[src/sv/directed_loop_probabilities_top_macros.svh]
// ---------------------------------------------------------------------------
// Assertion macros for directed_loop_probabilities_top
// Clocked on aclk, disabled while aresetn is low.
// ---------------------------------------------------------------------------
`ifndef DIRECTED_LOOP_PROBABILITIES_TOP_MACROS_SVH
`define DIRECTED_LOOP_PROBABILITIES_TOP_MACROS_SVH
`ifndef SYNTHESIS
`define DLP_ASSERT_IMP(label, ante, cons) \
    label: assert property (@(posedge aclk) disable iff (!aresetn) (ante) |-> (cons)) \
        else $error("dlp: implication check failed");
`define DLP_ASSERT_NEXT(label, ante, cons) \
    label: assert property (@(posedge aclk) disable iff (!aresetn) (ante) |=> (cons)) \
        else $error("dlp: next-cycle check failed");
`else
`define DLP_ASSERT_IMP(label, ante, cons)
`define DLP_ASSERT_NEXT(label, ante, cons)
`endif
`endif

[src/sv/dlp_pkg.sv]
// ---------------------------------------------------------------------------
// dlp_pkg
// Shared widths, types and codes of the directed-loop probability block.
// ---------------------------------------------------------------------------
package dlp_pkg;

    localparam int WEIGHT_BITS    = 32;
    localparam int PROB_FRAC_BITS = 16;
    localparam int IN_BITS        = 32;
    localparam int PROB_W         = 17;
    localparam int LANES          = 4;
    localparam int WB_USE         = (WEIGHT_BITS < IN_BITS) ? WEIGHT_BITS : IN_BITS;
    localparam int DW             = WEIGHT_BITS + 2;
    localparam int QW             = PROB_FRAC_BITS + 1;
    localparam int S_DATA_W       = LANES * IN_BITS;
    localparam int M_DATA_W       = ((2 + LANES * PROB_W + 7) / 8) * 8;

    typedef logic [WEIGHT_BITS-1:0] weight_t;
    typedef logic [DW-1:0]          wide_t;
    typedef logic [1:0]             pos_t;
    typedef logic [QW-1:0]          prob_t;

    typedef enum logic [1:0] {
        KIND_ZERO,
        KIND_ONE,
        KIND_DIV
    } kind_t;

    typedef struct packed {
        kind_t kind;
        wide_t num;
        wide_t den;
    } lane_in_t;

    typedef struct packed {
        pos_t             row_index;
        pos_t [LANES-1:0] col_map;
        logic             deg;
        logic             last;
    } row_meta_t;

endpackage

[src/sv/dlp_div_lane.sv]
// ---------------------------------------------------------------------------
// dlp_div_lane
// Pipelined restoring fraction divider, one quotient bit per stage.
// ---------------------------------------------------------------------------
module dlp_div_lane (
    input  logic              aclk,
    input  logic              en,
    input  dlp_pkg::lane_in_t lane_in,
    output dlp_pkg::prob_t    prob
);

    localparam int NS = dlp_pkg::PROB_FRAC_BITS + 1;

    dlp_pkg::kind_t kind_reg [NS];
    dlp_pkg::wide_t rem_reg  [NS];
    dlp_pkg::wide_t den_reg  [NS];
    logic [dlp_pkg::PROB_FRAC_BITS-1:0] quo_reg [NS];

    logic [dlp_pkg::DW:0] trial [NS-1];
    logic                 take  [NS-1];

    always_comb begin
        for (int k = 0; k < NS - 1; k++) begin
            trial[k] = {rem_reg[k], 1'b0};
            take[k]  = trial[k] >= {1'b0, den_reg[k]};
        end
    end

    always_ff @(posedge aclk) begin
        if (en) begin
            kind_reg[0] <= (lane_in.kind == dlp_pkg::KIND_DIV && lane_in.num >= lane_in.den)
                           ? dlp_pkg::KIND_ONE : lane_in.kind;
            rem_reg[0]  <= lane_in.num;
            den_reg[0]  <= lane_in.den;
            quo_reg[0]  <= '0;
            for (int k = 0; k < NS - 1; k++) begin
                kind_reg[k+1] <= kind_reg[k];
                den_reg[k+1]  <= den_reg[k];
                rem_reg[k+1]  <= take[k] ? dlp_pkg::DW'(trial[k] - {1'b0, den_reg[k]})
                                         : trial[k][dlp_pkg::DW-1:0];
                quo_reg[k+1]  <= {quo_reg[k][dlp_pkg::PROB_FRAC_BITS-2:0], take[k]};
            end
        end
    end

    always_comb begin
        unique case (kind_reg[NS-1])
            dlp_pkg::KIND_ONE: prob = dlp_pkg::QW'(1) << dlp_pkg::PROB_FRAC_BITS;
            dlp_pkg::KIND_DIV: prob = {1'b0, quo_reg[NS-1]};
            default:           prob = '0;
        endcase
    end

endmodule

[config.mk]
export PLATFORM = sky130hd
export DESIGN_NAME = dlp_div_lane
export DESIGN_NICKNAME = d
export VERILOG_FILES = /design/src/sv/directed_loop_probabilities_top_macros.svh /design/src/sv/dlp_pkg.sv /design/src/sv/dlp_div_lane.sv
export SDC_FILE = /design/constraint.sdc
export NUM_CORES = 2
export LEC_CHECK = 0
export ABC_AREA = 1
export BUFFER_PORTS_ARGS = -buffer_cell sky130_fd_sc_hd__buf_2
export CORE_ASPECT_RATIO = 1.4
export CORE_MARGIN = 3
export CORE_UTILIZATION = 65
export CTS_CLUSTER_DIAMETER = 40
export CTS_CLUSTER_SIZE = 25
export DETAILED_ROUTE_END_ITERATION = 8
export PLACE_DENSITY = 0.82
export SYNTH_ARGS = -nofsm -noshare
export SYNTH_HDL_FRONTEND = slang
export SYNTH_SLANG_ARGS = --single-unit
[constraint.sdc]
create_clock -name aclk -period 2.5 [get_ports aclk]
set_clock_uncertainty 0.15 [all_clocks]
set_input_delay 0.125 -clock aclk [delete_from_list [all_inputs] [get_ports aclk]]
set_output_delay 0.125 -clock aclk [all_outputs]
set_load 0.05 [all_outputs]
==> impl_metrics.ini, run 1 <==
[status]
firstError = [ERROR GRT-0116] Global routing finished with congestion. Check the congestion regions in the DRC Viewer.
status = aborted with a tool error
flow.stopped_at = global routing

[synthesis]
avgSynthCellArea_sq_um = 7.60
syn_area_sq_mm = 0.0851
synth.most_common_cell = nand2_1
yosysUniqueCellTypes = 34
ys.flop_type = edfxtp_1
synth_top_cell_area_share_pct = 44.4
synth_area_leaders = edfxtp_1, nand2_1, inv_1
ys_warn_count = 0
synth_common_cells = nand2_1, inv_1, edfxtp_1
synthArstFlopShare_pct = 0
postSynthCellCount = 11200
yosysSeqAreaShare_pct = 44.4
synth_fp_nets = 11900
synth_edf_count = 1258
synth_top_area_cell = edfxtp_1
ys_seq_elements = 1258

[place]
routabilityCongestion = 1.17
port_buffers = 88
post-dp-hpwl_microns = 286000
dpl.cell_count = 15000

[clock_network]
cts_made_buffers = 150
cts-htree-levels = 4
clock-sinks = 1258
clockBufferDepth = 3
cts-root-buf = clkbuf_16

[floorplanning]
die_height_microns = 434
initial_core_util_pct = 65.7
fp-row-count = 156
die_w_microns = 312
ios = 89

[global_routing]
grt_start_max_net_pins = 89
gr-total-overflow = 9576
grt_pass1_vias = 126000
grt_pass1_wl_microns = 930000
track_usage_pct = 89.2
[timing repair]
action                                  CTS
gates cloned                             15
setup buffers                            93
endpoints found under the hold margin   870
endpoints found under the setup margin  541
gates resized for setup                 778
pin swaps                                93
hold buffers                            139
[logic make-up after synthesis]
| logic type | share of synthesized area (%) |
|---|---|
| xor gates and xnor gates | 2.78 |
| and+or+nand+nor | 29.7 |
| buffers and inverters | 10.3 |
| AOI/OAI and AO/OA | 4.01 |
| adders and majority gates | 8.87 |
| DFF | 44.4 |
[per-layer routing]
| layer | track usage, % | overflow |
|---|---|---|
| met5 | 31.0 | 4 |
| met4 | 102 | 1851 |
| met3 | 62.7 | 83 |
| met2 | 124 | 7566 |
| met1 | 76.8 | 72 |
[per-stage QoR]
step	utilization, %	TNS [ns]	area [sq um]	setup WS [ns]
after global placement	79.6	-114.90	103000	-0.564
after floorplan	-	0	85100	0.320
after detailed placement	79.6	-165.53	103000	-0.645
after CTS	88.2	-67.12	114000	-0.223
==> inputs of run 2 (changes only) <==
- CORE_ASPECT_RATIO: 1.4 -> default
- CORE_UTILIZATION: 65 -> 40
- CTS_CLUSTER_DIAMETER: 40 -> default
- CTS_CLUSTER_SIZE: 25 -> default
- PLACE_DENSITY: 0.82 -> default
- PLACE_DENSITY_LB_ADDON: default -> 0.15
==> impl_metrics.ini, run 2 <==
[synthesis]
synth_top_area_cell = edfxtp_1
synthArstFlopShare_pct = 0
syn_area_sq_mm = 0.0851
synth_fp_nets = 11900
ys_seq_elements = 1258
synth_edf_count = 1258
yosysUniqueCellTypes = 34
yosysSeqAreaShare_pct = 44.4
synth.most_common_cell = nand2_1
ys.flop_type = edfxtp_1
postSynthCellCount = 11200
ys_warn_count = 0
synth_area_leaders = edfxtp_1, nand2_1, inv_1
avgSynthCellArea_sq_um = 7.60
synth_top_cell_area_share_pct = 44.4
synth_common_cells = nand2_1, inv_1, edfxtp_1

[layout]
area_growth_pct = 56.2
fin_nets = 15300
final_cell_mix = nand2_1, buf_4, inv_1, edfxtp_1, nand2_2
fin_util_pct = 63.1
mostFrequentLayoutCell = nand2_1
drive_gt1_share_pct = 38.6

[pwr]
pwr-share-comb_pct = 64.3
power.density_mw_per_mm2 = 1260
p_leak_nw = 66.1
p_int_w = 0.0945
p_seq_share_pct = 21.2
total_power_w = 0.168
switching_share_pct = 43.7
p_clk_share_pct = 14.5
p_sw_w = 0.0734
irDropWorstVdd_mv = 1.31

[timing]
rsz0062_at_grt = true
tightest_slew_ns = 0.761
finalSetupViolCount = 390
min_period_ns = 2.79
slew_viol_final = 0
period_share_pct = 111
worst_slack_ns = -0.285
fmax_mhz = 359
maxSlewHeadroom_pct = 48.9
hold_violations = 0

[status]
status = finished, violations left
violations = setup timing

[routing]
firstDrtPassIters = 6
vias = 86300
wire_per_inst_microns = 21.7
final_antenna_net_count = 0
drt_wl_total_microns = 382000
vias_per_cell = 4.90
drtIter0Drc = 3994
drc_errors = 0

[floorplanning]
die_height_microns = 467
fp-row-count = 168
core_sq_mm = 0.211
ios = 89
die_area_sq_mm = 0.218
die_w_microns = 467
initial_core_util_pct = 40.4

[job]
cap_viol_max_count = 0

[clock_network]
cts-root-buf = clkbuf_16
cts-htree-levels = 4
clk_latency_ns = 0.89
tritoncts = built
clock-sinks = 1258
clockBufferDepth = 3
path_clk_slew_ns = 0.06
cts_made_buffers = 156

[global_routing]
antenna_found_initial = 6
grt_start_max_net_pins = 84
grt_pass1_vias = 88300
grt_pass1_wl_microns = 519000
gr-total-overflow = 0
track_usage_pct = 32.3

[place]
dp_slack_ns = -0.581
post-dp-hpwl_microns = 296000
port_buffers = 88
routabilityCongestion = 1.01

[critical_path]
end_kind = flop
critical_path_buf_inv_count = 5
cpMostUsedCell = nand2_1
cp.required_ns = 2.96
worstPathArrival_ns = 3.24
cp-start-kind = flop
critical_path.max_stage_delay_ns = 0.45
cpLargestDelayFamily = simple AND/OR/NAND/NOR gates
critical_path.slowest_cell = edfxtp_1
cp_max_fo = 34
crit_type = flop to flop
crit_chain = ha_4 -> inv_2 -> nor2_2 -> buf_6 -> nand4_1 -> nor2_4 -> a21oi_2 -> nand2_4 -> buf_4 -> buf_12 -> inv_16 -> nand2_1 -> nand2_1

[hold_path]
hp-class = primary input to flop
run 2: layout make-up:
class / count / area, sq um
fillers: 17900 / 77700
diodes: 1 / 2.50
clock buffers: 181 / 4020
inverters: 2088 / 8090
repair inverters: 12 / 174
flip-flops and latches: 1258 / 37800
well taps: 2805 / 3510
clock inverters: 108 / 1460
repair buffers: 3400 / 28500
multi-input cells: 7756 / 49400
run 2: path summary, 6_finish.rpt:
path / to / cells past startpoint / slack (ns) / from
worst min-delay path: den_reg[0][64]$_DFFE_PP_ / 2 / 0.10 / en
worst max register to register: rem_reg[0][365]$_DFFE_PP_ / 13 / -0.29 / rem_reg[0][338]$_DFFE_PP_
worst max-delay path: rem_reg[0][365]$_DFFE_PP_ / 13 / -0.29 / rem_reg[0][338]$_DFFE_PP_
worst min register to register: quo_reg[0][116]$_DFFE_PP_ / 0 / 0.27 / quo_reg[0][99]$_DFFE_PP_
run 2: routing by layer:
layer / track usage (%) / wire length [microns] / up-vias
met1: 24.2 / 105000 / 40300
met3: 3.86 / 12300 / 1569
met2: 65.7 / 209000 / 2270
li1: - / - / 42200
met4: 34.8 / 56000 / 0
met5: 0 / 0 / -
run 2: logic make-up after synthesis:
group | Yosys count | share of synthesized area, %
adder cells (fa/ha/maj) | 594 | 8.87
buffers and inverters | 2184 | 10.3
AO/OA/AOI/OAI | 661 | 4.01
flip-flops | 1258 | 44.4
XOR/XNOR | 270 | 2.78
AND/OR/NAND/NOR | 6230 | 29.7
run 2: power by group through the flow:
stage	clock, W	sequential (W)	combinational (W)
final	0.0243	0.0356	0.108
after global routing	0.0256	0.0359	0.116
after CTS	0.0247	0.0344	0.0882
after detailed placement	0	0.0346	0.0836
after global placement	0	0.0345	0.0829
after floorplan	0	0.0330	0.0413
run 2: stage by stage:
| step | cells | TNS (ns) | hold slack [ns] | cell area [sq um] |
|---|---|---|---|---|
| after global placement | 16700 | -166.85 | 0.168 | 110000 |
| after CTS | 17200 | -55.53 | 0.0786 | 120000 |
| after detailed placement | 16700 | -167.84 | 0.169 | 110000 |
| final | 17600 | -33.86 | 0.102 | 133000 |
| after floorplan | 11200 | 0 | 0.0739 | 85100 |
| after global routing | 17600 | -68.76 | 0.0747 | 133000 |
run 2: timing repair:
item | 4_1_cts | 5_1_grt
buffers inserted | 52 | 376
hold buffers | 141 | 0
setup endpoints to repair | 541 | 542
resized for setup | 529 | 2214
gates cloned | 7 | 45
hold endpoints to repair | 1064 | 0
pin swaps | 56 | 452
Power figures use the tool's default switching activity.
