### config.mk
export PLATFORM = sky130hd
export DESIGN_NAME = dlp_front
export DESIGN_NICKNAME = d
export VERILOG_FILES = /design/src/sv/directed_loop_probabilities_top_macros.svh /design/src/sv/dlp_pkg.sv /design/src/sv/dlp_front.sv
export SDC_FILE = /design/constraint.sdc
export NUM_CORES = 2
export LEC_CHECK = 0
export BUFFER_PORTS_ARGS = -buffer_cell sky130_fd_sc_hd__buf_2
export CAP_MARGIN = 0
export CORE_MARGIN = 8
export CORE_UTILIZATION = 55
export DETAILED_ROUTE_END_ITERATION = 8
export PLACE_DENSITY = 0.74
export SYNTH_ARGS = -nofsm -noshare
export SYNTH_HDL_FRONTEND = slang
export SYNTH_SLANG_ARGS = --single-unit
### constraint.sdc
create_clock -name aclk -period 7.1 [get_ports aclk]
set_input_delay 0.71 -clock aclk [delete_from_list [all_inputs] [get_ports aclk]]
set_output_delay 0.71 -clock aclk [all_outputs]
set_load 0.1 [all_outputs]
### src/sv/directed_loop_probabilities_top_macros.svh
// ---------------------------------------------------------------------------
// Assertion macros for directed_loop_probabilities_top
// Clocked on aclk, disabled while aresetn is low.
// ---------------------------------------------------------------------------
`ifndef DIRECTED_LOOP_PROBABILITIES_TOP_MACROS_SVH
`define DIRECTED_LOOP_PROBABILITIES_TOP_MACROS_SVH
`ifndef SYNTHESIS
`define DLP_ASSERT_IMP(label, ante, cons) \
    label: assert property (@(posedge aclk) disable iff (!aresetn) (ante) |-> (cons)) \
        else $error("dlp: implication check failed");
`define DLP_ASSERT_NEXT(label, ante, cons) \
    label: assert property (@(posedge aclk) disable iff (!aresetn) (ante) |=> (cons)) \
        else $error("dlp: next-cycle check failed");
`else
`define DLP_ASSERT_IMP(label, ante, cons)
`define DLP_ASSERT_NEXT(label, ante, cons)
`endif
`endif

### src/sv/dlp_pkg.sv
// ---------------------------------------------------------------------------
// dlp_pkg
// Shared widths, types and codes of the directed-loop probability block.
// ---------------------------------------------------------------------------
package dlp_pkg;

    localparam int WEIGHT_BITS    = 32;
    localparam int PROB_FRAC_BITS = 16;
    localparam int IN_BITS        = 32;
    localparam int PROB_W         = 17;
    localparam int LANES          = 4;
    localparam int WB_USE         = (WEIGHT_BITS < IN_BITS) ? WEIGHT_BITS : IN_BITS;
    localparam int DW             = WEIGHT_BITS + 2;
    localparam int QW             = PROB_FRAC_BITS + 1;
    localparam int S_DATA_W       = LANES * IN_BITS;
    localparam int M_DATA_W       = ((2 + LANES * PROB_W + 7) / 8) * 8;

    typedef logic [WEIGHT_BITS-1:0] weight_t;
    typedef logic [DW-1:0]          wide_t;
    typedef logic [1:0]             pos_t;
    typedef logic [QW-1:0]          prob_t;

    typedef enum logic [1:0] {
        KIND_ZERO,
        KIND_ONE,
        KIND_DIV
    } kind_t;

    typedef struct packed {
        kind_t kind;
        wide_t num;
        wide_t den;
    } lane_in_t;

    typedef struct packed {
        pos_t             row_index;
        pos_t [LANES-1:0] col_map;
        logic             deg;
        logic             last;
    } row_meta_t;

endpackage

### src/sv/dlp_front.sv
// ---------------------------------------------------------------------------
// dlp_front
// Row sequencer, stable ranking, regime sums and per-row lane setup.
// ---------------------------------------------------------------------------
module dlp_front (
    input  logic                            aclk,
    input  logic                            aresetn,
    input  logic                            en,
    input  logic                            s_tvalid,
    output logic                            s_tready,
    input  logic [dlp_pkg::S_DATA_W-1:0]    s_tdata,
    output logic                            row_valid,
    output dlp_pkg::row_meta_t              row_meta,
    output dlp_pkg::lane_in_t [dlp_pkg::LANES-1:0] lane_in
);

    dlp_pkg::weight_t [3:0] w_reg;
    logic                   busy_reg;
    dlp_pkg::pos_t          row_reg;

    dlp_pkg::pos_t   [3:0] rank;
    dlp_pkg::pos_t   [3:0] idx;
    dlp_pkg::weight_t [3:0] sorted;
    logic            [2:0] cnt;

    logic                   p1_valid_reg;
    dlp_pkg::weight_t [3:0] p1_w_reg;
    dlp_pkg::pos_t   [3:0]  p1_idx_reg;
    dlp_pkg::pos_t          p1_pos_reg;
    dlp_pkg::pos_t          p1_row_reg;

    logic                   p2_valid_reg;
    dlp_pkg::wide_t         p2_a_reg, p2_b_reg, p2_c_reg, p2_d_reg;
    dlp_pkg::wide_t         p2_abcd_reg, p2_pab_reg, p2_pac_reg, p2_pbc_reg;
    logic                   p2_bounce_reg;
    dlp_pkg::pos_t   [3:0]  p2_idx_reg;
    dlp_pkg::pos_t          p2_pos_reg;
    dlp_pkg::pos_t          p2_row_reg;

    dlp_pkg::wide_t         wa, wb, wc, wd, sum_bcd;

    logic                   p3_valid_reg;
    dlp_pkg::row_meta_t     p3_meta_reg;
    dlp_pkg::lane_in_t [dlp_pkg::LANES-1:0] p3_lane_reg;
    dlp_pkg::lane_in_t [dlp_pkg::LANES-1:0] lane_next;
    logic                   deg_next;

    assign s_tready = en && (!busy_reg || row_reg == 2'd3);

    always_ff @(posedge aclk) begin
        if (!aresetn) begin
            busy_reg <= 1'b0;
            row_reg  <= '0;
        end else if (s_tvalid && s_tready) begin
            busy_reg <= 1'b1;
            row_reg  <= '0;
        end else if (en && busy_reg) begin
            row_reg <= row_reg + 2'd1;
            if (row_reg == 2'd3) begin
                busy_reg <= 1'b0;
            end
        end
    end

    always_ff @(posedge aclk) begin
        if (s_tvalid && s_tready) begin
            for (int i = 0; i < 4; i++) begin
                w_reg[i] <= dlp_pkg::weight_t'(
                    s_tdata[i*dlp_pkg::IN_BITS +: dlp_pkg::WB_USE]);
            end
        end
    end

    // stable descending rank: lower index wins ties
    always_comb begin
        rank = '0;
        idx  = '0;
        for (int i = 0; i < 4; i++) begin
            cnt = '0;
            for (int j = 0; j < 4; j++) begin
                if (j < i && w_reg[j] >= w_reg[i]) begin
                    cnt = cnt + 3'd1;
                end else if (j > i && w_reg[j] > w_reg[i]) begin
                    cnt = cnt + 3'd1;
                end
            end
            rank[i] = cnt[1:0];
        end
        for (int i = 0; i < 4; i++) begin
            idx[rank[i]] = 2'(i);
        end
        for (int k = 0; k < 4; k++) begin
            sorted[k] = w_reg[idx[k]];
        end
    end

    always_ff @(posedge aclk) begin
        if (!aresetn) begin
            p1_valid_reg <= 1'b0;
        end else if (en) begin
            p1_valid_reg <= busy_reg;
        end
    end

    always_ff @(posedge aclk) begin
        if (en) begin
            p1_w_reg   <= sorted;
            p1_idx_reg <= idx;
            p1_pos_reg <= rank[row_reg];
            p1_row_reg <= row_reg;
        end
    end

    assign wa      = dlp_pkg::wide_t'(p1_w_reg[0]);
    assign wb      = dlp_pkg::wide_t'(p1_w_reg[1]);
    assign wc      = dlp_pkg::wide_t'(p1_w_reg[2]);
    assign wd      = dlp_pkg::wide_t'(p1_w_reg[3]);
    assign sum_bcd = wb + wc + wd;

    always_ff @(posedge aclk) begin
        if (!aresetn) begin
            p2_valid_reg <= 1'b0;
        end else if (en) begin
            p2_valid_reg <= p1_valid_reg;
        end
    end

    always_ff @(posedge aclk) begin
        if (en) begin
            p2_a_reg      <= wa;
            p2_b_reg      <= wb;
            p2_c_reg      <= wc;
            p2_d_reg      <= wd;
            p2_bounce_reg <= wa > sum_bcd;
            p2_abcd_reg   <= wa - sum_bcd;
            p2_pab_reg    <= (wa + wb) - (wc + wd);
            p2_pac_reg    <= (wa + wc) - (wb + wd);
            p2_pbc_reg    <= sum_bcd - wa;
            p2_idx_reg    <= p1_idx_reg;
            p2_pos_reg    <= p1_pos_reg;
            p2_row_reg    <= p1_row_reg;
        end
    end

    always_comb begin
        for (int j = 0; j < dlp_pkg::LANES; j++) begin
            lane_next[j].kind = dlp_pkg::KIND_ZERO;
            lane_next[j].num  = '0;
            lane_next[j].den  = '0;
        end
        deg_next = 1'b0;
        if (p2_bounce_reg) begin
            if (p2_pos_reg == 2'd0) begin
                lane_next[0] = '{dlp_pkg::KIND_DIV, p2_abcd_reg, p2_a_reg};
                lane_next[1] = '{dlp_pkg::KIND_DIV, p2_b_reg, p2_a_reg};
                lane_next[2] = '{dlp_pkg::KIND_DIV, p2_c_reg, p2_a_reg};
                lane_next[3] = '{dlp_pkg::KIND_DIV, p2_d_reg, p2_a_reg};
            end else begin
                lane_next[0].kind = dlp_pkg::KIND_ONE;
            end
        end else begin
            unique case (p2_pos_reg)
                2'd0: begin
                    if (p2_a_reg == '0) begin
                        deg_next = 1'b1;
                    end else begin
                        lane_next[1] = '{dlp_pkg::KIND_DIV, p2_pab_reg, p2_a_reg << 1};
                        lane_next[2] = '{dlp_pkg::KIND_DIV, p2_pac_reg, p2_a_reg << 1};
                        lane_next[3] = '{dlp_pkg::KIND_DIV, p2_d_reg, p2_a_reg};
                    end
                end
                2'd1: begin
                    if (p2_b_reg == '0) begin
                        deg_next = 1'b1;
                    end else begin
                        lane_next[0] = '{dlp_pkg::KIND_DIV, p2_pab_reg, p2_b_reg << 1};
                        lane_next[2] = '{dlp_pkg::KIND_DIV, p2_pbc_reg, p2_b_reg << 1};
                    end
                end
                2'd2: begin
                    if (p2_c_reg == '0) begin
                        deg_next = 1'b1;
                    end else begin
                        lane_next[0] = '{dlp_pkg::KIND_DIV, p2_pac_reg, p2_c_reg << 1};
                        lane_next[1] = '{dlp_pkg::KIND_DIV, p2_pbc_reg, p2_c_reg << 1};
                    end
                end
                default: begin
                    lane_next[0].kind = dlp_pkg::KIND_ONE;
                end
            endcase
        end
    end

    always_ff @(posedge aclk) begin
        if (!aresetn) begin
            p3_valid_reg <= 1'b0;
        end else if (en) begin
            p3_valid_reg <= p2_valid_reg;
        end
    end

    always_ff @(posedge aclk) begin
        if (en) begin
            p3_lane_reg           <= lane_next;
            p3_meta_reg.row_index <= p2_row_reg;
            p3_meta_reg.col_map   <= p2_idx_reg;
            p3_meta_reg.deg       <= deg_next;
            p3_meta_reg.last      <= p2_row_reg == 2'd3;
        end
    end

    assign row_valid = p3_valid_reg;
    assign row_meta  = p3_meta_reg;
    assign lane_in   = p3_lane_reg;

endmodule

==> impl_metrics.py <==
metrics = {
    "global_routing": {
        "grt_max_degree": 185,
        "grt_pass1_vias": 35300,
        "grt_remaining_overflow": 0,
        "grtUsageTotal_pct": 28.4,
        "antenna_found_initial": 3,
        "grt_pass1_wl_um": 216000,
    },
    "sta": {
        "period_minus_slack_ns": 6.61,
        "fmax_ghz": 0.151,
        "drv_slew": 0,
        "fin_crit_sh_pct": 93.1,
        "skew_ns": 0.0296,
        "fin_setup_tns_ns": 0,
        "slew_headroom_pct": 20.6,
        "final_hold_viol_count": 0,
        "setup_viol": 0,
        "worst_pin_slew_ns": 1.18,
        "rsz0062_at_grt": "no",
    },
    "final_layout": {
        "nets": 5254,
        "final_cell_mix": "825 x edfxtp_1, 414 x buf_2, 368 x ha_1",
        "fillers": 7063,
        "drive_gt1_share_pct": 13.5,
        "final_util_pct": 62.5,
        "area_growth_pct": 12.4,
        "largest_reg_flops": 269,
        "final_common_cell": "edfxtp_1",
        "postLayoutCellArea_um2": 55400,
        "diodes": 0,
    },
    "floorplan": {
        "initial_utilization_pct": 55.6,
        "io_pins": 426,
        "fp.dieH_um": 315,
        "fp.dieW_um": 315,
        "die_area_um2": 99400,
        "coreArea_um2": 88500,
        "rows": 109,
    },
    "clock_network": {
        "clock-sinks": 831,
        "htree_levels": 3,
        "clk_latency_ns": 0.66,
        "root_buffer": "clkbuf_16",
        "cts_tree": "done",
        "cts_resized": 0,
        "clk_pin_slew_worst_paths_ns": 0.06,
        "holdBufCountCts": 0,
        "cts_buffers": 87,
        "cts_setup_buffers": 0,
        "clockBufferDepth": 3,
    },
    "place": {
        "place.gp.congestion": 0.952,
        "place_area_um2": 52400,
        "portBuffers": 415,
        "dp_hpwl_um": 112000,
    },
    "min_path": {
        "min_path_type": "input port to flop",
        "min_to": "w_reg[0]",
        "holdPathStages": 1,
        "min-delay-start": "s_tdata[0]",
    },
    "power": {
        "p_per_area_nw_per_um2": 532,
        "ir_worst_vdd_uv": 324,
        "p_leak_nw": 22.6,
        "report.power.total_mw": 29.5,
    },
    "worst_setup_path": {
        "reg2reg_from": "p1_w_reg[33]",
        "ff2ff_setup_slack_ns": 0.49,
        "critPathSlowestCell": "fa_1",
        "crit_chain": "fa_1 > ha_1 > inv_1 > fa_1 > nor2b_1 > o31a_1 > o311a_1 > o21a_1 > o21a_1 > o21a_1 > o21ai_0 > a21boi_0 > mux2_2 > or2_2 > ha_1 > nand2_1 > nor2_1 > nand3_1 > inv_1 > a21oi_1 > o21ai_0 > a31o_2 > nor2_1 > o32ai_1",
        "max_stage_delay_ns": 0.60,
        "r2r_end": "p2_pbc_reg[33]",
        "critPathArrivalTime_ns": 7.09,
        "critPathCaptureType": "flop",
        "critPathKind": "flop to flop",
        "worstPathMaxFanout": 8,
        "worstPathRequired_ns": 7.58,
        "r2r_cells": 24,
        "cp-start-kind": "flop",
        "cpMostUsedCell": "o21a_1",
    },
    "logic_synthesis": {
        "netlist_instances": 4233,
        "synth_edf_count": 825,
        "yosysUniqueCellTypes": 83,
        "netlist_area_um2": 49200,
        "yosys_warnings": 0,
        "synth_top_area_share_pct": 50.3,
        "synthTopCellsByArea": "edfxtp_1 50%, ha_1 9.3%, fa_1 6.6%, o21ai_0 3.1%, a21oi_1 2.9%",
        "async_flop_share_pct": 0,
        "ys_ff_latch": 831,
        "synth_flop_cell": "edfxtp_1",
        "synth_top_area_cell": "edfxtp_1",
        "avgSynthCellArea_um2": 11.6,
        "ys_seq_area_share_pct": 50.6,
    },
    "run": {
        "drv_cap": 0,
    },
    "run_status": {
        "outcome": "finished clean",
    },
    "drt": {
        "wirelength_um": 145000,
        "vias": 36000,
        "viasPerCell": 6.18,
        "drt_iter0_markers": 4677,
        "dr.pass1.iters": 7,
        "drc": 0,
        "ant_nets": 0,
        "post_drt_wl_per_cell_um": 24.8,
    },
}
where the power goes:
group / switching [mW] / internal (mW) / total [mW]
Sequential: 0.899 / 7.38 / 8.28
Combinational: 10.6 / 5.92 / 16.5
Clock: 1.95 / 2.68 / 4.63
Total: 13.5 / 16.0 / 29.5
final cells by class:
cell class,instances,area [um2],area share [%]
tap,1165,1460,2.63
clock buffer,100,2230,4.02
clock inverter,61,706,1.27
sequential,831,24900,45.0
timing repair buffer,450,2400,4.34
inverter,337,1270,2.29
multi-input combinational,2884,22400,40.5
cells in the mapped netlist, types with 15 or more instances:
library cell / n
xnor2_1: 103
nand2b_1: 27
ha_1: 368
nand3_1: 35
nand4_1: 54
o21ai_1: 25
fa_1: 163
and3_1: 26
o21a_1: 78
o21ai_0: 309
nand2_1: 290
nor2b_1: 40
edfxtp_1: 825
mux2i_1: 76
a21o_1: 141
o31ai_1: 44
buf_2: 17
o221ai_1: 34
o21bai_1: 30
nor2_1: 166
a211oi_1: 15
buf_4: 17
nor4_1: 30
nor3_1: 62
xor2_1: 45
and2_1: 71
inv_1: 336
clkbuf_1: 140
a21oi_1: 282
a22oi_1: 187
per-layer routing:
layer | vias to the layer above | part of all wire [%] | track usage (%)
met2 | 1981 | 43 | 42.6
li1 | 16400 | - | -
met5 | - | 0 | 0
met1 | 17400 | 44 | 41.6
met4 | 0 | 3.6 | 10.1
met3 | 233 | 9.9 | 4.98
cell families after synthesis:
kind of cell | Yosys count | share of synthesized area, %
muxes | 80 | 1.66
adders and majority gates | 531 | 16.0
DFF | 831 | 50.6
buffers and inverters | 527 | 4.26
AOI/OAI and AO/OA | 1272 | 16.7
and+or+nand+nor | 843 | 8.26
xor gates and xnor gates | 148 | 2.63
other | 1 | 0.00761
worst max-delay path by stage:
stage	to	slack (ns)	from
4_1_cts	p2_pbc_reg[33]	0.57	p1_w_reg[33]
5_1_grt	p2_pbc_reg[33]	0.13	p1_w_reg[33]
6_report	p2_pbc_reg[33]	0.49	p1_w_reg[33]
2_1_floorplan	w_reg[0]	0.78	en
3_5_place_dp	p2_pbc_reg[33]	0.56	p1_w_reg[33]
3_3_place_gp	p2_pbc_reg[33]	0.80	p1_w_reg[33]
stage by stage:
| step | instances | worst slack (ns) | hold slack [ns] |
|---|---|---|---|
| 6_report | 5828 | 0.492 | 0.225 |
| 5_1_grt | 5828 | 0.127 | 0.199 |
| 4_1_cts | 5828 | 0.568 | 0.184 |
| 3_5_place_dp | 5667 | 0.559 | 0.405 |
| 3_3_place_gp | 5667 | 0.798 | 0.403 |
| 2_1_floorplan | 4242 | 0.784 | 0.400 |
critical path: cells and delay by family, from the launching register on:
family | cells | cell delay, ns
AOI/OAI and AO/OA | 11 | 2.54
adders and majority gates | 4 | 1.71
and+or+nand+nor | 6 | 1.12
DFF | 1 | 0.50
muxes | 1 | 0.40
buffers and inverters | 2 | 0.18
(Power assumes the default switching activity.)
