$ cat src/sv/directed_loop_probabilities_top_macros.svh
// ---------------------------------------------------------------------------
// Assertion macros for directed_loop_probabilities_top
// Clocked on aclk, disabled while aresetn is low.
// ---------------------------------------------------------------------------
`ifndef DIRECTED_LOOP_PROBABILITIES_TOP_MACROS_SVH
`define DIRECTED_LOOP_PROBABILITIES_TOP_MACROS_SVH
`ifndef SYNTHESIS
`define DLP_ASSERT_IMP(label, ante, cons) \
    label: assert property (@(posedge aclk) disable iff (!aresetn) (ante) |-> (cons)) \
        else $error("dlp: implication check failed");
`define DLP_ASSERT_NEXT(label, ante, cons) \
    label: assert property (@(posedge aclk) disable iff (!aresetn) (ante) |=> (cons)) \
        else $error("dlp: next-cycle check failed");
`else
`define DLP_ASSERT_IMP(label, ante, cons)
`define DLP_ASSERT_NEXT(label, ante, cons)
`endif
`endif

$ cat src/sv/dlp_pkg.sv
// ---------------------------------------------------------------------------
// dlp_pkg
// Shared widths, types and codes of the directed-loop probability block.
// ---------------------------------------------------------------------------
package dlp_pkg;

    localparam int WEIGHT_BITS    = 32;
    localparam int PROB_FRAC_BITS = 16;
    localparam int IN_BITS        = 32;
    localparam int PROB_W         = 17;
    localparam int LANES          = 4;
    localparam int WB_USE         = (WEIGHT_BITS < IN_BITS) ? WEIGHT_BITS : IN_BITS;
    localparam int DW             = WEIGHT_BITS + 2;
    localparam int QW             = PROB_FRAC_BITS + 1;
    localparam int S_DATA_W       = LANES * IN_BITS;
    localparam int M_DATA_W       = ((2 + LANES * PROB_W + 7) / 8) * 8;

    typedef logic [WEIGHT_BITS-1:0] weight_t;
    typedef logic [DW-1:0]          wide_t;
    typedef logic [1:0]             pos_t;
    typedef logic [QW-1:0]          prob_t;

    typedef enum logic [1:0] {
        KIND_ZERO,
        KIND_ONE,
        KIND_DIV
    } kind_t;

    typedef struct packed {
        kind_t kind;
        wide_t num;
        wide_t den;
    } lane_in_t;

    typedef struct packed {
        pos_t             row_index;
        pos_t [LANES-1:0] col_map;
        logic             deg;
        logic             last;
    } row_meta_t;

endpackage

$ cat src/sv/dlp_merge.sv
// ---------------------------------------------------------------------------
// dlp_merge
// Scatter lane results to original columns and hold the output transfer.
// ---------------------------------------------------------------------------
module dlp_merge (
    input  logic                                 aclk,
    input  logic                                 aresetn,
    input  logic                                 en,
    input  logic                                 row_valid,
    input  dlp_pkg::row_meta_t                   row_meta,
    input  dlp_pkg::prob_t [dlp_pkg::LANES-1:0]  lane_prob,
    output logic                                 m_tvalid,
    output logic [dlp_pkg::M_DATA_W-1:0]         m_tdata,
    output logic                                 m_tuser,
    output logic                                 m_tlast
);

    logic [dlp_pkg::PROB_W-1:0] col [dlp_pkg::LANES];
    logic                        valid_reg;
    logic [dlp_pkg::M_DATA_W-1:0] data_reg;
    logic                        deg_reg;
    logic                        last_reg;

    always_comb begin
        for (int k = 0; k < dlp_pkg::LANES; k++) begin
            col[k] = '0;
        end
        for (int j = 0; j < dlp_pkg::LANES; j++) begin
            col[row_meta.col_map[j]] = dlp_pkg::PROB_W'(lane_prob[j]);
        end
    end

    always_ff @(posedge aclk) begin
        if (!aresetn) begin
            valid_reg <= 1'b0;
        end else if (en) begin
            valid_reg <= row_valid;
        end
    end

    always_ff @(posedge aclk) begin
        if (en) begin
            data_reg <= dlp_pkg::M_DATA_W'({col[3], col[2], col[1], col[0],
                                            row_meta.row_index});
            deg_reg  <= row_meta.deg;
            last_reg <= row_meta.last;
        end
    end

    assign m_tvalid = valid_reg;
    assign m_tdata  = data_reg;
    assign m_tuser  = deg_reg;
    assign m_tlast  = last_reg;

endmodule

$ cat config.mk
export PLATFORM = sky130hd
export DESIGN_NAME = dlp_merge
export DESIGN_NICKNAME = d
export VERILOG_FILES = /design/src/sv/directed_loop_probabilities_top_macros.svh /design/src/sv/dlp_pkg.sv /design/src/sv/dlp_merge.sv
export SDC_FILE = /design/constraint.sdc
export NUM_CORES = 1
export LEC_CHECK = 0
export BUFFER_PORTS_ARGS = -buffer_cell sky130_fd_sc_hd__clkbuf_2
export CORE_ASPECT_RATIO = 1.1
export CORE_MARGIN = 5
export CORE_UTILIZATION = 51
export DETAILED_ROUTE_END_ITERATION = 12
export GPL_ROUTABILITY_DRIVEN = 0
export PLACE_DENSITY = 0.86
export SLEW_MARGIN = 40
export SYNTH_ARGS = -nofsm -noshare
export SYNTH_HDL_FRONTEND = slang
export SYNTH_SLANG_ARGS = --single-unit
$ cat constraint.sdc
create_clock -name aclk -period 1.8 [get_ports aclk]
set_input_delay 0.09 -clock aclk [delete_from_list [all_inputs] [get_ports aclk]]
set_output_delay 0.09 -clock aclk [all_outputs]
set_load 0.005 [all_outputs]
==> results.txt, run 1 <==
The clock root buffer master is clkbuf_8. The critical path arrival came out at 1.43 ns. In the synthesized netlist the dominant register cell turns out to be edfxtp_1. Leaving out fill and tap cells, the most frequent cells in the layout are clkbuf_2 (155), edfxtp_1 (72), nand3_1 (69). The final hold slack is 0.0780 ns. The tree built by TritonCTS fans out to 73 sinks. After layout, the minimum clock period comes to 1.30 ns.

The full die area came out at 0.0111 mm2. The total leakage power came out at 2.38 nW. The first routing iteration left 750 violations. The switching fraction of total power is 28.1%. Across the VDD grid, the largest voltage drop is 0.501 mV.

The number of setup violations in the final report came out at 0. The largest net degree at the start of global routing is 37. The count of cells resized by post-cts repair came out at 0. The number of remaining DRC errors is 0.

The post-route antenna net violation count came out at 0. The switching power total came out at 0.00138 W. The part of the power in the clock network came out at 33.0%. The maximum count of clock buffers along a single path is 2. By area, the combinational part of the netlist is dominated by compound AO/OA/AOI/OAI gates. Synthesis produced a netlist whose cell count is 442.

Summing the areas of all fa, ha and maj instances in the mapped netlist gives 0% of the synthesized area. Input and output buffers added on the ports amount to 156. The total CTS buffers is 9.

Max-cap violations in this run came to 0. The part of the Yosys area used for sequential elements is 46.8%. The height of the die came out at 110 um. The filler cells instantiated in the layout total 671. The mapped cell area is 0.00466 mm2.

The number of global-route vias before repair is 5,036. The endpoint of the worst setup timing path is m_tdata[64]. The layout net count is 684. The number of antenna violations at the first check in global routing is 0.

The endpoint of the most critical register-to-register path is m_tvalid. The final number of hold-violating endpoints is 0. The number of H-tree branching levels is 3. Along the worst path, the maximum fanout reaches 17. The synthesized-area fraction occupied by ao, oa, aoi and oai cells came out at 28.8%.

The placeable core area came out at 0.00887 mm2. The first global-routing pass estimated 25.7 mm of wire. The total half-perimeter wirelength after legalization and detailed placement is 11.4 mm.

The number of library cell types mapped by synthesis came out at 31. The flow ran to the end, and the final reports show no timing, DRC or antenna violations. The worst register-to-register path begins at m_tvalid. The total power divided by cell area is 837 mW/mm2. The post-synthesis average cell area came out at 10.5 um2. The kind of start point of the critical path is an input pin. The remaining global-route overflow came out at 0. Row generation in the floorplan step produced 36 rows.

The worst pin sits at a relative slew slack of 50.9%. The insertion delay of the later-clocked pin in the worst-skew pair is 0.37 ns. The kind of end point of the critical path is a flip-flop. The clock skew after layout is 0 ns. Per report_power, the sequential group accounts for 43.8% of the total.

The length in cells of the worst reg-to-reg path is 3. For flop-to-flop paths, the worst setup slack is 0.65 ns. The synthesized-area fraction occupied by and/or/nand/nor cells came out at 14.8%.

The final clock period utilization by the worst path came out at 72.5%. The number of flip-flops and latches in the synthesized netlist is 73. The critical path starts at row_meta[4]. Setup repair after global routing left no endpoint under its margin.

After synthesis, the share of flip-flops with an asynchronous set or reset is 0%. The average detailed-routed wire length per instance came out at 23.4 um. The aggregate negative setup slack is 0 ns.

Data on the critical path is required at its endpoint by 1.92 ns. Cells fill 66.2% of the core in the end. Dividing the detail-routed via count by the number of cells gives 6.86.

The worst hold path class is in -> reg. The count of synthesis-stage warnings from yosys is 0. The area growth from synthesis to layout is 26.1%.

The clock tree from TritonCTS is built. The fraction of synthesized cell area in xor and xnor cells is 0%. The I/O pin count is 159.

The clock slew seen by the registers of the worst setup and hold paths is 0.09 ns. The highest clock rate is 766 MHz. For this run, the detailed router's first-pass iteration total came to 7. The final wirelength is 16.8 mm. Leaving out fill and tap cells, the most frequent cell in the layout is clkbuf_2. The global-route usage over all layers is 30.0%. The slew at the pin closest to its max-slew limit came out at 0.736 ns. The post-route netlist has 43.1% of its cells at a drive strength greater than 1. The number of pins exceeding their max-slew limit in the final report came out at 0. The number of enable flip-flop cells after synthesis is 72. The internal power summed over all cells is 0.00353 W. In this run the post-CTS setup repair buffer count came out at 0.

The mux cell area share after synthesis came out at 0.215%. Across all layers, the routed design uses 4,933 vias. In this run the horizontal extent of the chip is 101 um. The repair_antennas step left the layout with diodes totalling 0. The effective utilization at floorplan is 52.5%. The critical path is of the in -> reg type. The part of the total power dissipated in combinational logic is 23.1%.
-- critical path, stage by stage --
cell and delay [ns]:
clkbuf_2 0.23, and2_1 0.65, o311ai_0 0.27, o221a_2 0.18
-- final cells by class --
| type | count | area [um2] | area share (%) |
|---|---|---|---|
| well taps | 114 | 143 | 2.43 |
| multi-input cells | 284 | 2050 | 34.9 |
| flip-flops and latches | 73 | 2180 | 37.1 |
| clock buffers | 11 | 141 | 2.41 |
| clock inverters | 5 | 103 | 1.75 |
| inverters | 34 | 128 | 2.17 |
| repair buffers | 198 | 1130 | 19.2 |
-- per-stage QoR --
| stage | worst slack, ns | power [W] | std cells | instance area, um2 |
|---|---|---|---|---|
| final | 0.495 | 0.00492 | 719 | 5870 |
| after global routing | 0.425 | 0.00506 | 719 | 5870 |
| after CTS | 0.518 | 0.00486 | 719 | 5870 |
| after detailed placement | 0.156 | 0.00328 | 697 | 5570 |
| after global placement | 0.0206 | 0.00324 | 696 | 5560 |
| after floorplan | 0.464 | 0.00274 | 443 | 4660 |
-- state kept, by name (all words and copies together) (netlist names) --
register	cells
m_tdata	70
m_tvalid	1
m_tlast	1
m_tuser	1
-- cell usage after synthesis, types with 2 or more instances --
library cell   n  area (um2)
o221a_2       17         191
buf_1          2        7.51
nor2_1        52         195
o311ai_0      10        87.6
o311ai_1       7        61.3
a221oi_2      30         450
inv_1         34         128
nand2b_1       4        25.0
and2_4         2        17.5
buf_4          7        52.6
buf_2         22         110
a221oi_1      21         184
nand3_1       69         345
clkbuf_2       2        10.0
buf_6          7        78.8
a211oi_1      34         255
edfxtp_1      72        2160
clkbuf_1      12        45.0
a21oi_1       17        85.1
nor2b_1        9        56.3
nand2_1        2        7.51
-- metal layers --
layer / global-route usage (%) / vias up / routed length [um]
li1: - / 2055 / -
met1: 37.4 / 2213 / 5640
met2: 46.4 / 539 / 7690
met3: 8.50 / 126 / 2500
met4: 18.1 / 0 / 974
met5: 0 / - / 0
-- how the worst min path moves through the flow --
stage | from | to | slack, ns | cells after the start
6_report | lane_prob[44] | m_tdata[63] | 0.08 | 2
5_1_grt | lane_prob[44] | m_tdata[63] | 0.08 | 2
4_1_cts | lane_prob[44] | m_tdata[63] | 0.08 | 2
3_5_place_dp | row_meta[1] | m_tuser | 0.27 | 1
3_3_place_gp | row_meta[0] | m_tlast | 0.27 | 1
2_1_floorplan | row_meta[10] | m_tdata[0] | 0.19 | 0
-- power by group through the flow --
stage	Combinational, W	Clock, W	Sequential, W
floorplan	0.000532	0	0.00221
global placement	0.00105	0	0.00219
detailed placement	0.00109	0	0.00219
CTS	0.00110	0.00161	0.00215
global route	0.00120	0.00169	0.00217
finish	0.00114	0.00162	0.00215
-- timing repair --
item | 4_1_cts | 5_1_grt
setup endpoints to repair | 0 | 0
hold buffers | 6 | 0
endpoints found under the hold margin | 5 | 0
-- kinds of logic after synthesis --
kind of cell / after synthesis
and+or+nand+nor: 143
AOI/OAI and AO/OA: 138
buffers and inverters: 86
DFF: 73
muxes: 1
other: 1
Note: power is estimated with default switching activity, not from simulation.
==> run 2, diff against run 1 <==
clock period = 1.3 ns   (was 1.8 ns; I/O delays follow)
==> run 2 against run 1 <==
Against the previous run:
- cell area increased by 2.7%
- non-clock buffer count increased by 8
- hold slack got worse by 0.0091 ns
- clock skew unchanged
- register-to-register slack got worse by 0.49 ns
- count of clock-buffer cells in the layout decreased by 1
- core utilization increased by 1.8 points
- clock power increased by 59%
- first-iteration DRC count increased by 11%
- via count increased by 4.0%
- critical endpoint unchanged
- largest power group unchanged
==> results.txt, run 2 (synthesis gave the netlist of run 1 again) <==
The met2 wire length was 7.90 mm (+2.7%). The total leakage power came to 2.46 nW (+3.3%). The top cell types in the final layout, fill and taps aside, are clkbuf_2 (155), edfxtp_1 (72), nand3_1 (69).

The kind of end point of the critical path is a flip-flop. The highest fanout seen on the critical path is 8 (-9). The post-route antenna net violation count came out at 0 (unchanged).

The number of standard cells in the final layout excluding fillers came out at 727 (+1.1%). The total CTS buffers is 9 (unchanged). The critical path data required time is 1.53 ns (-0.39 ns). The critical path is of the in -> reg type. The kind of cell with the highest combined delay along the critical path is compound AO/OA/AOI/OAI gates. The flip-flop count of the largest register, all copies and words added came out at 70 (unchanged). The slowest stage of the critical path belongs to the cell o311ai_0. The post-CTS setup-driven buffer insertion count was 0 (unchanged).

The worst hold path belongs to the class in -> reg. The worst path buffer plus inverter count came out at 2 (+1). The sequential cell area in the final layout came out at 0.00218 mm2 (unchanged).

The final number of hold-violating endpoints came out at 0 (unchanged). The number of antenna violations at the first check in global routing is 0 (unchanged). The total half-perimeter wirelength after legalization and detailed placement came out at 11.7 mm (+3.1%). The count of cells resized by post-cts repair came out at 0 (unchanged). The number of max-cap violations is 0 (unchanged). The full die area is 0.0111 mm2 (unchanged).

The placeable core area is 0.00887 mm2 (unchanged). The number of setup violations in the final report is 0 (unchanged). The ratio of cells with drive above 1 in the final layout is 43.7% (+0.58 points). The final wirelength came out at 17.5 mm (+4.1%).

The maximum count of clock buffers along a single path is 2 (unchanged). The tree is rooted in a clkbuf_8. The number of global-route vias before repair came out at 5,029 (-0.14%). The antenna cell count came out at 0 (unchanged). The wire length the detailed router placed on met1 came out at 5.67 mm (+0.46%). The number of fill cells came out at 636 (-5.2%). The area taken by multi-input logic gates came out at 0.00205 mm2 (unchanged). The largest net degree at the start of global routing is 43 (+16%). The quantity of hold-fixing buffers added after cts came to 6 (unchanged). The total met3 wirelength after detailed routing came out at 2.67 mm (+6.6%).

The critical path arrival is 1.52 ns (+0.09 ns). The mean number of vias per cell is 7.06 (+2.9%). The cell area after placement came out at 0.00569 mm2 (+2.2%).

The via count is 5,131 (+4.0%). The effective utilization at floorplan is 52.5% (unchanged). Setup repair after global routing left no endpoint under its margin.

The worst slack after detailed placement came to -0.197 ns (-0.353 ns). The global-route usage over all layers is 30.9% (+0.82 points). The cell total after placement came out at 705 (+1.1%). TritonCTS built the clock tree. The highest clock rate came out at 776 MHz.

The final core utilization came out at 68.0% (+1.8 points). The worst setup path is launched from an input pin. Leaving out fill and tap cells, the most frequent cell in the layout is clkbuf_2. The highest routed metal layer is met4. The floorplan row count is 36 (unchanged).

The worst-case setup margin in the final layout is 0.0110 ns (-0.484 ns). The horizontal die dimension was 101 um (unchanged). The insertion delay of the later-clocked pin in the worst-skew pair came out at 0.36 ns (about the same). The detailed-routing iteration count for the pre-antenna-repair pass is 7 (unchanged).

The synthesis-to-layout area growth is 29.5%. The remaining global-route overflow is 0 (unchanged). The flow ran to the end, and the final reports show no timing, DRC or antenna violations. The stage delay of the slowest cell on the critical path is 0.60 ns (-0.05 ns). The height of the die is 110 um (unchanged). The peak supply drop came out at 0.583 mV (+16%). The number of H-tree branching levels came out at 3 (unchanged).

The violation count after the first detailed-routing iteration came out at 829 (+11%). The clock period minus final worst setup slack is 1.29 ns. The average detailed-routed wire length per instance came out at 24.1 um (+2.9%).

The slew at the pin closest to its max-slew limit was 0.690 ns (-0.0458 ns). The quantity of I/O buffers inserted on ports came to 156 (unchanged). The number of clock sinks seen by CTS came out at 73 (unchanged). The finished layout cell area came to 0.00603 mm2 (+2.7%). The final hold slack is 0.0689 ns (-0.00915 ns). The layout net count is 692 (+1.2%). The first-pass GRT wire length came out at 26.1 mm (+1.7%). The number of pins exceeding their max-slew limit in the final report is 0 (unchanged).

The number of remaining DRC errors came to 0 (unchanged). The clock slew seen by the registers of the worst setup and hold paths came out at 0.08 ns (about the same). The I/O pin count is 159 (unchanged).

The signal on the critical path passes through clkbuf_2 > and2_1 > buf_4 > o311ai_0 > o221a_2. The clock skew after layout was 0 ns (unchanged). The final clock period utilization by the worst path came out at 99.2%. The total power divided by cell area is 1190 mW/mm2 (+43%). The worst-case headroom to the max-slew limit is 53.9% (+3.0 points).
run 2: final cells by class:
| cell class | instances | area share [%] |
|---|---|---|
| clock buffers | 10 | 2.12 |
| inverters | 34 | 2.12 |
| clock inverters | 6 | 2.55 |
| repair buffers | 206 | 20.7 |
| flip-flops and latches | 73 | 36.2 |
| multi-input cells | 284 | 34.0 |
| well taps | 114 | 2.36 |
run 2: per-stage QoR:
stage | power [W] | TNS, ns
3_3_place_gp | 0.00453 | -6.05
6_report | 0.00720 | 0
4_1_cts | 0.00714 | 0
3_5_place_dp | 0.00459 | -3.56
5_1_grt | 0.00740 | 0
2_1_floorplan | 0.00379 | 0
run 2: power breakdown:
part	switching [W]	leakage, nW	total, W	internal (W)
clock	0.000909	0.138	0.00257	0.00166
sequential	0.0000895	0.710	0.00299	0.00290
combinational	0.000935	1.61	0.00164	0.000701
run 2: worst paths after layout:
check | start | end | slack [ns] | cells after the start
worst max-delay path | row_meta[4] | m_tdata[64] | 0.01 | 5
worst min-delay path | lane_prob[41] | m_tdata[60] | 0.07 | 2
worst min register to register | m_tvalid | m_tvalid | 1.06 | 3
worst max register to register | m_tvalid | m_tvalid | 0.16 | 3
run 2: metal layers:
layer / global-route usage [%] / vias to the layer above
met5: 0 / -
li1: - / 2079
met3: 8.68 / 169
met2: 48.2 / 597
met1: 37.9 / 2286
met4: 18.9 / 0
==> run 3, diff against run 2 <==
CELL_PAD_IN_SITES_DETAIL_PLACEMENT = 1   (was unset)
CELL_PAD_IN_SITES_GLOBAL_PLACEMENT = 2   (was unset)
CORE_UTILIZATION = 31   (was 51)
==> run 3 against run 2 <==
Against the previous run:
- wire length up 16%
- sequential power about the same
- die area increased by 58%
- critical path depth unchanged
- worst setup slack improved by 0.11 ns
- hold slack worse by 0.051 ns
- count of clock-buffer cells in the layout rose by 2
- highest routed layer unchanged
- total power is 2.2% higher
- combinational power grew 2%
- first-iteration DRC count down 35%
==> results.txt, run 3 (synthesis gave the netlist of run 1 again) <==
The flow ran to the end, and the final reports show no timing, DRC or antenna violations. The largest net degree at the start of global routing is 45 (+4.7%). The part of the power in the clock network is 36.4% (+0.7 points). The slew at the pin closest to its max-slew limit came to 0.502 ns (-0.189 ns).

The via count is 4,874 (-5.0%). The layout net count is 704 (+1.7%). The worst slack after detailed placement is -0.176 ns (+0.0212 ns).

The floorplan row count came to 47 (+31%). The effective utilization at floorplan is 31.3% (-21 points). The number of remaining DRC errors is 0 (unchanged). The I/O pin count is 159 (unchanged). The first-pass GRT wire length is 30.1 mm (+15%). The ratio of cells with drive above 1 in the final layout was 45.8% (+2.0 points). The internal power summed over all cells is 0.00530 W (+0.68%). The kind of start point of the critical path is an input pin. In the layout the commonest cells are clkbuf_2 (155), edfxtp_1 (72), nand3_1 (69). The post-route antenna net violation count was 0 (unchanged). Setup repair after global routing left no endpoint under its margin. The insertion delay of the later-clocked pin in the worst-skew pair came out at 0.35 ns (about the same). The number of setup violations in the final report came out at 0 (unchanged). The violation count after the first detailed-routing iteration is 538 (-35%). The full die area is 0.0176 mm2 (+58%). The clock tree from TritonCTS is built. The leading cell type in the layout, fill and taps excluded is clkbuf_2. The sequential fraction of design power came out at 40.7% (-0.9 points). The total leakage power is 2.53 nW (+2.7%).

The worst setup path is captured at a flip-flop. The global-route usage over all layers is 22.3% (-8.6 points). The worst-case headroom to the max-slew limit was 66.1% (+12 points).

The remaining global-route overflow came out at 0 (unchanged). The total CTS buffers is 9 (unchanged). The number of global-route vias before repair is 5,278 (+5.0%).

The switching fraction of total power came out at 27.9% (+1.1 points). The final wirelength came out at 20.2 mm (+16%). The peak supply drop came out at 0.752 mV (+29%).

The number of standard cells in the final layout excluding fillers is 821 (+13%). The clock skew after layout came to 0 ns (unchanged). The cell total after placement is 800 (+13%). The highest clock rate is 847 MHz (+9.1%). The part of the total power dissipated in combinational logic came out at 22.9% (+0.2 points). The quantity of I/O buffers inserted on ports is 156 (unchanged). The total half-perimeter wirelength after legalization and detailed placement came out at 14.5 mm (+24%). The number of pins exceeding their max-slew limit in the final report came out at 0 (unchanged). The critical path data required time came out at 1.52 ns (about the same).

The maximum count of clock buffers along a single path came out at 2 (unchanged). The final clock period utilization by the worst path was 90.9% (-8.3 points). The clock period minus final worst setup slack is 1.18 ns (-0.108 ns). The average detailed-routed wire length per instance came out at 24.6 um (+2.3%). The antenna cell count is 0 (unchanged). The highest fanout seen on the critical path is 11 (+3). The number of antenna violations at the first check in global routing is 0 (unchanged). The final number of hold-violating endpoints is 0 (unchanged).

The number of max-cap violations was 0 (unchanged). The number of clock sinks seen by CTS is 73 (unchanged). The horizontal die dimension came to 127 um (+25%). The mean number of vias per cell is 5.94 (-16%). The flip-flop count of the largest register, all copies and words added came out at 70 (unchanged). The height of the die is 139 um (+26%).

The class of the most critical setup path is in -> reg. The switching power total came to 0.00205 W (+6.2%). The detailed-routing iteration count for the pre-antenna-repair pass is 5 (-2). The synthesis-to-layout area growth came out at 33.9%.

The min-delay analysis places its worst path in the category in -> reg. The clock root buffer master is clkbuf_16. The critical path arrival was 1.41 ns (-0.11 ns). The worst-case setup margin in the final layout is 0.119 ns (+0.108 ns). The number of H-tree branching levels came to 3 (unchanged). The total power divided by cell area came to 1180 mW/mm2 (-1.2%). The placeable core area came out at 0.0149 mm2 (+68%). The clock slew seen by the registers of the worst setup and hold paths came out at 0.06 ns (-0.02 ns).

The count of cells resized by post-cts repair came out at 0 (unchanged).
-- run 3: changes by cell type in the layout (fill, tap and decap cells not counted), moves of 2 or more --
cell / change
buf_4: +17
buf_12: -2
nor2b_2: +8
nor2b_1: -8
bufinv_16: -3
clkbuf_16: +9
clkbuf_1: +2
clkbuf_8: -9
-- run 3: stage by stage --
stage / hold WS [ns] / setup TNS [ns] / utilization, % / power [W] / cell area (um2)
finish: 0.0177 / 0 / 41.9 / 0.00735 / 6240
global route: 0.0400 / 0 / 41.9 / 0.00761 / 6240
CTS: 0.0259 / 0 / 41.9 / 0.00739 / 6240
detailed placement: 0.245 / -3.55 / 39.6 / 0.00470 / 5880
global placement: 0.246 / -9.06 / 39.5 / 0.00463 / 5870
floorplan: 0.164 / 0 / - / 0.00379 / 4660
-- run 3: final timing paths --
check                            startpoint           to  slack [ns]  depth (start not counted)
worst min register to register     m_tvalid     m_tvalid        0.56                          2
worst max-delay path            row_meta[5]  m_tdata[53]        0.12                          5
worst min-delay path              row_valid     m_tvalid        0.02                          3
worst max register to register     m_tvalid     m_tvalid        0.66                          2
-- run 3: repair_timing --
action	in CTS	in global routing
buffers inserted	0	0
hold buffers	5	0
endpoints found under the hold margin	5	0
endpoints found under the setup margin	0	0
-- run 3: power groups by stage --
stage / combinational, W / sequential [W] / clock [W]
final: 0.00168 / 0.00299 / 0.00267
after global routing: 0.00180 / 0.00302 / 0.00280
after CTS: 0.00168 / 0.00300 / 0.00271
after detailed placement: 0.00165 / 0.00304 / 0
after global placement: 0.00159 / 0.00304 / 0
after floorplan: 0.000738 / 0.00305 / 0
-- run 3: area by class of cell --
class | instances | area, um2
clock buffer | 12 | 236
inverter | 34 | 128
fill | 1682 | 8640
sequential | 73 | 2180
tap | 196 | 245
clock inverter | 4 | 67.6
timing repair buffer | 218 | 1310
multi-input combinational | 284 | 2070
-- run 3: per-layer routing --
layer / part of all wire (%) / vias up / global-route usage, %
met5: 0 / - / 0
met1: 40 / 2420 / 27.8
li1: - / 2099 / -
met3: 8.8 / 65 / 5.89
met4: 3.1 / 0 / 9.77
met2: 48 / 290 / 36.1
-- run 3: worst max-delay path, stage by stage --
cell	delay (ns)
clkbuf_2	0.17
and2_1	0.19
buf_4	0.19
o311ai_0	0.49
o221a_2	0.29
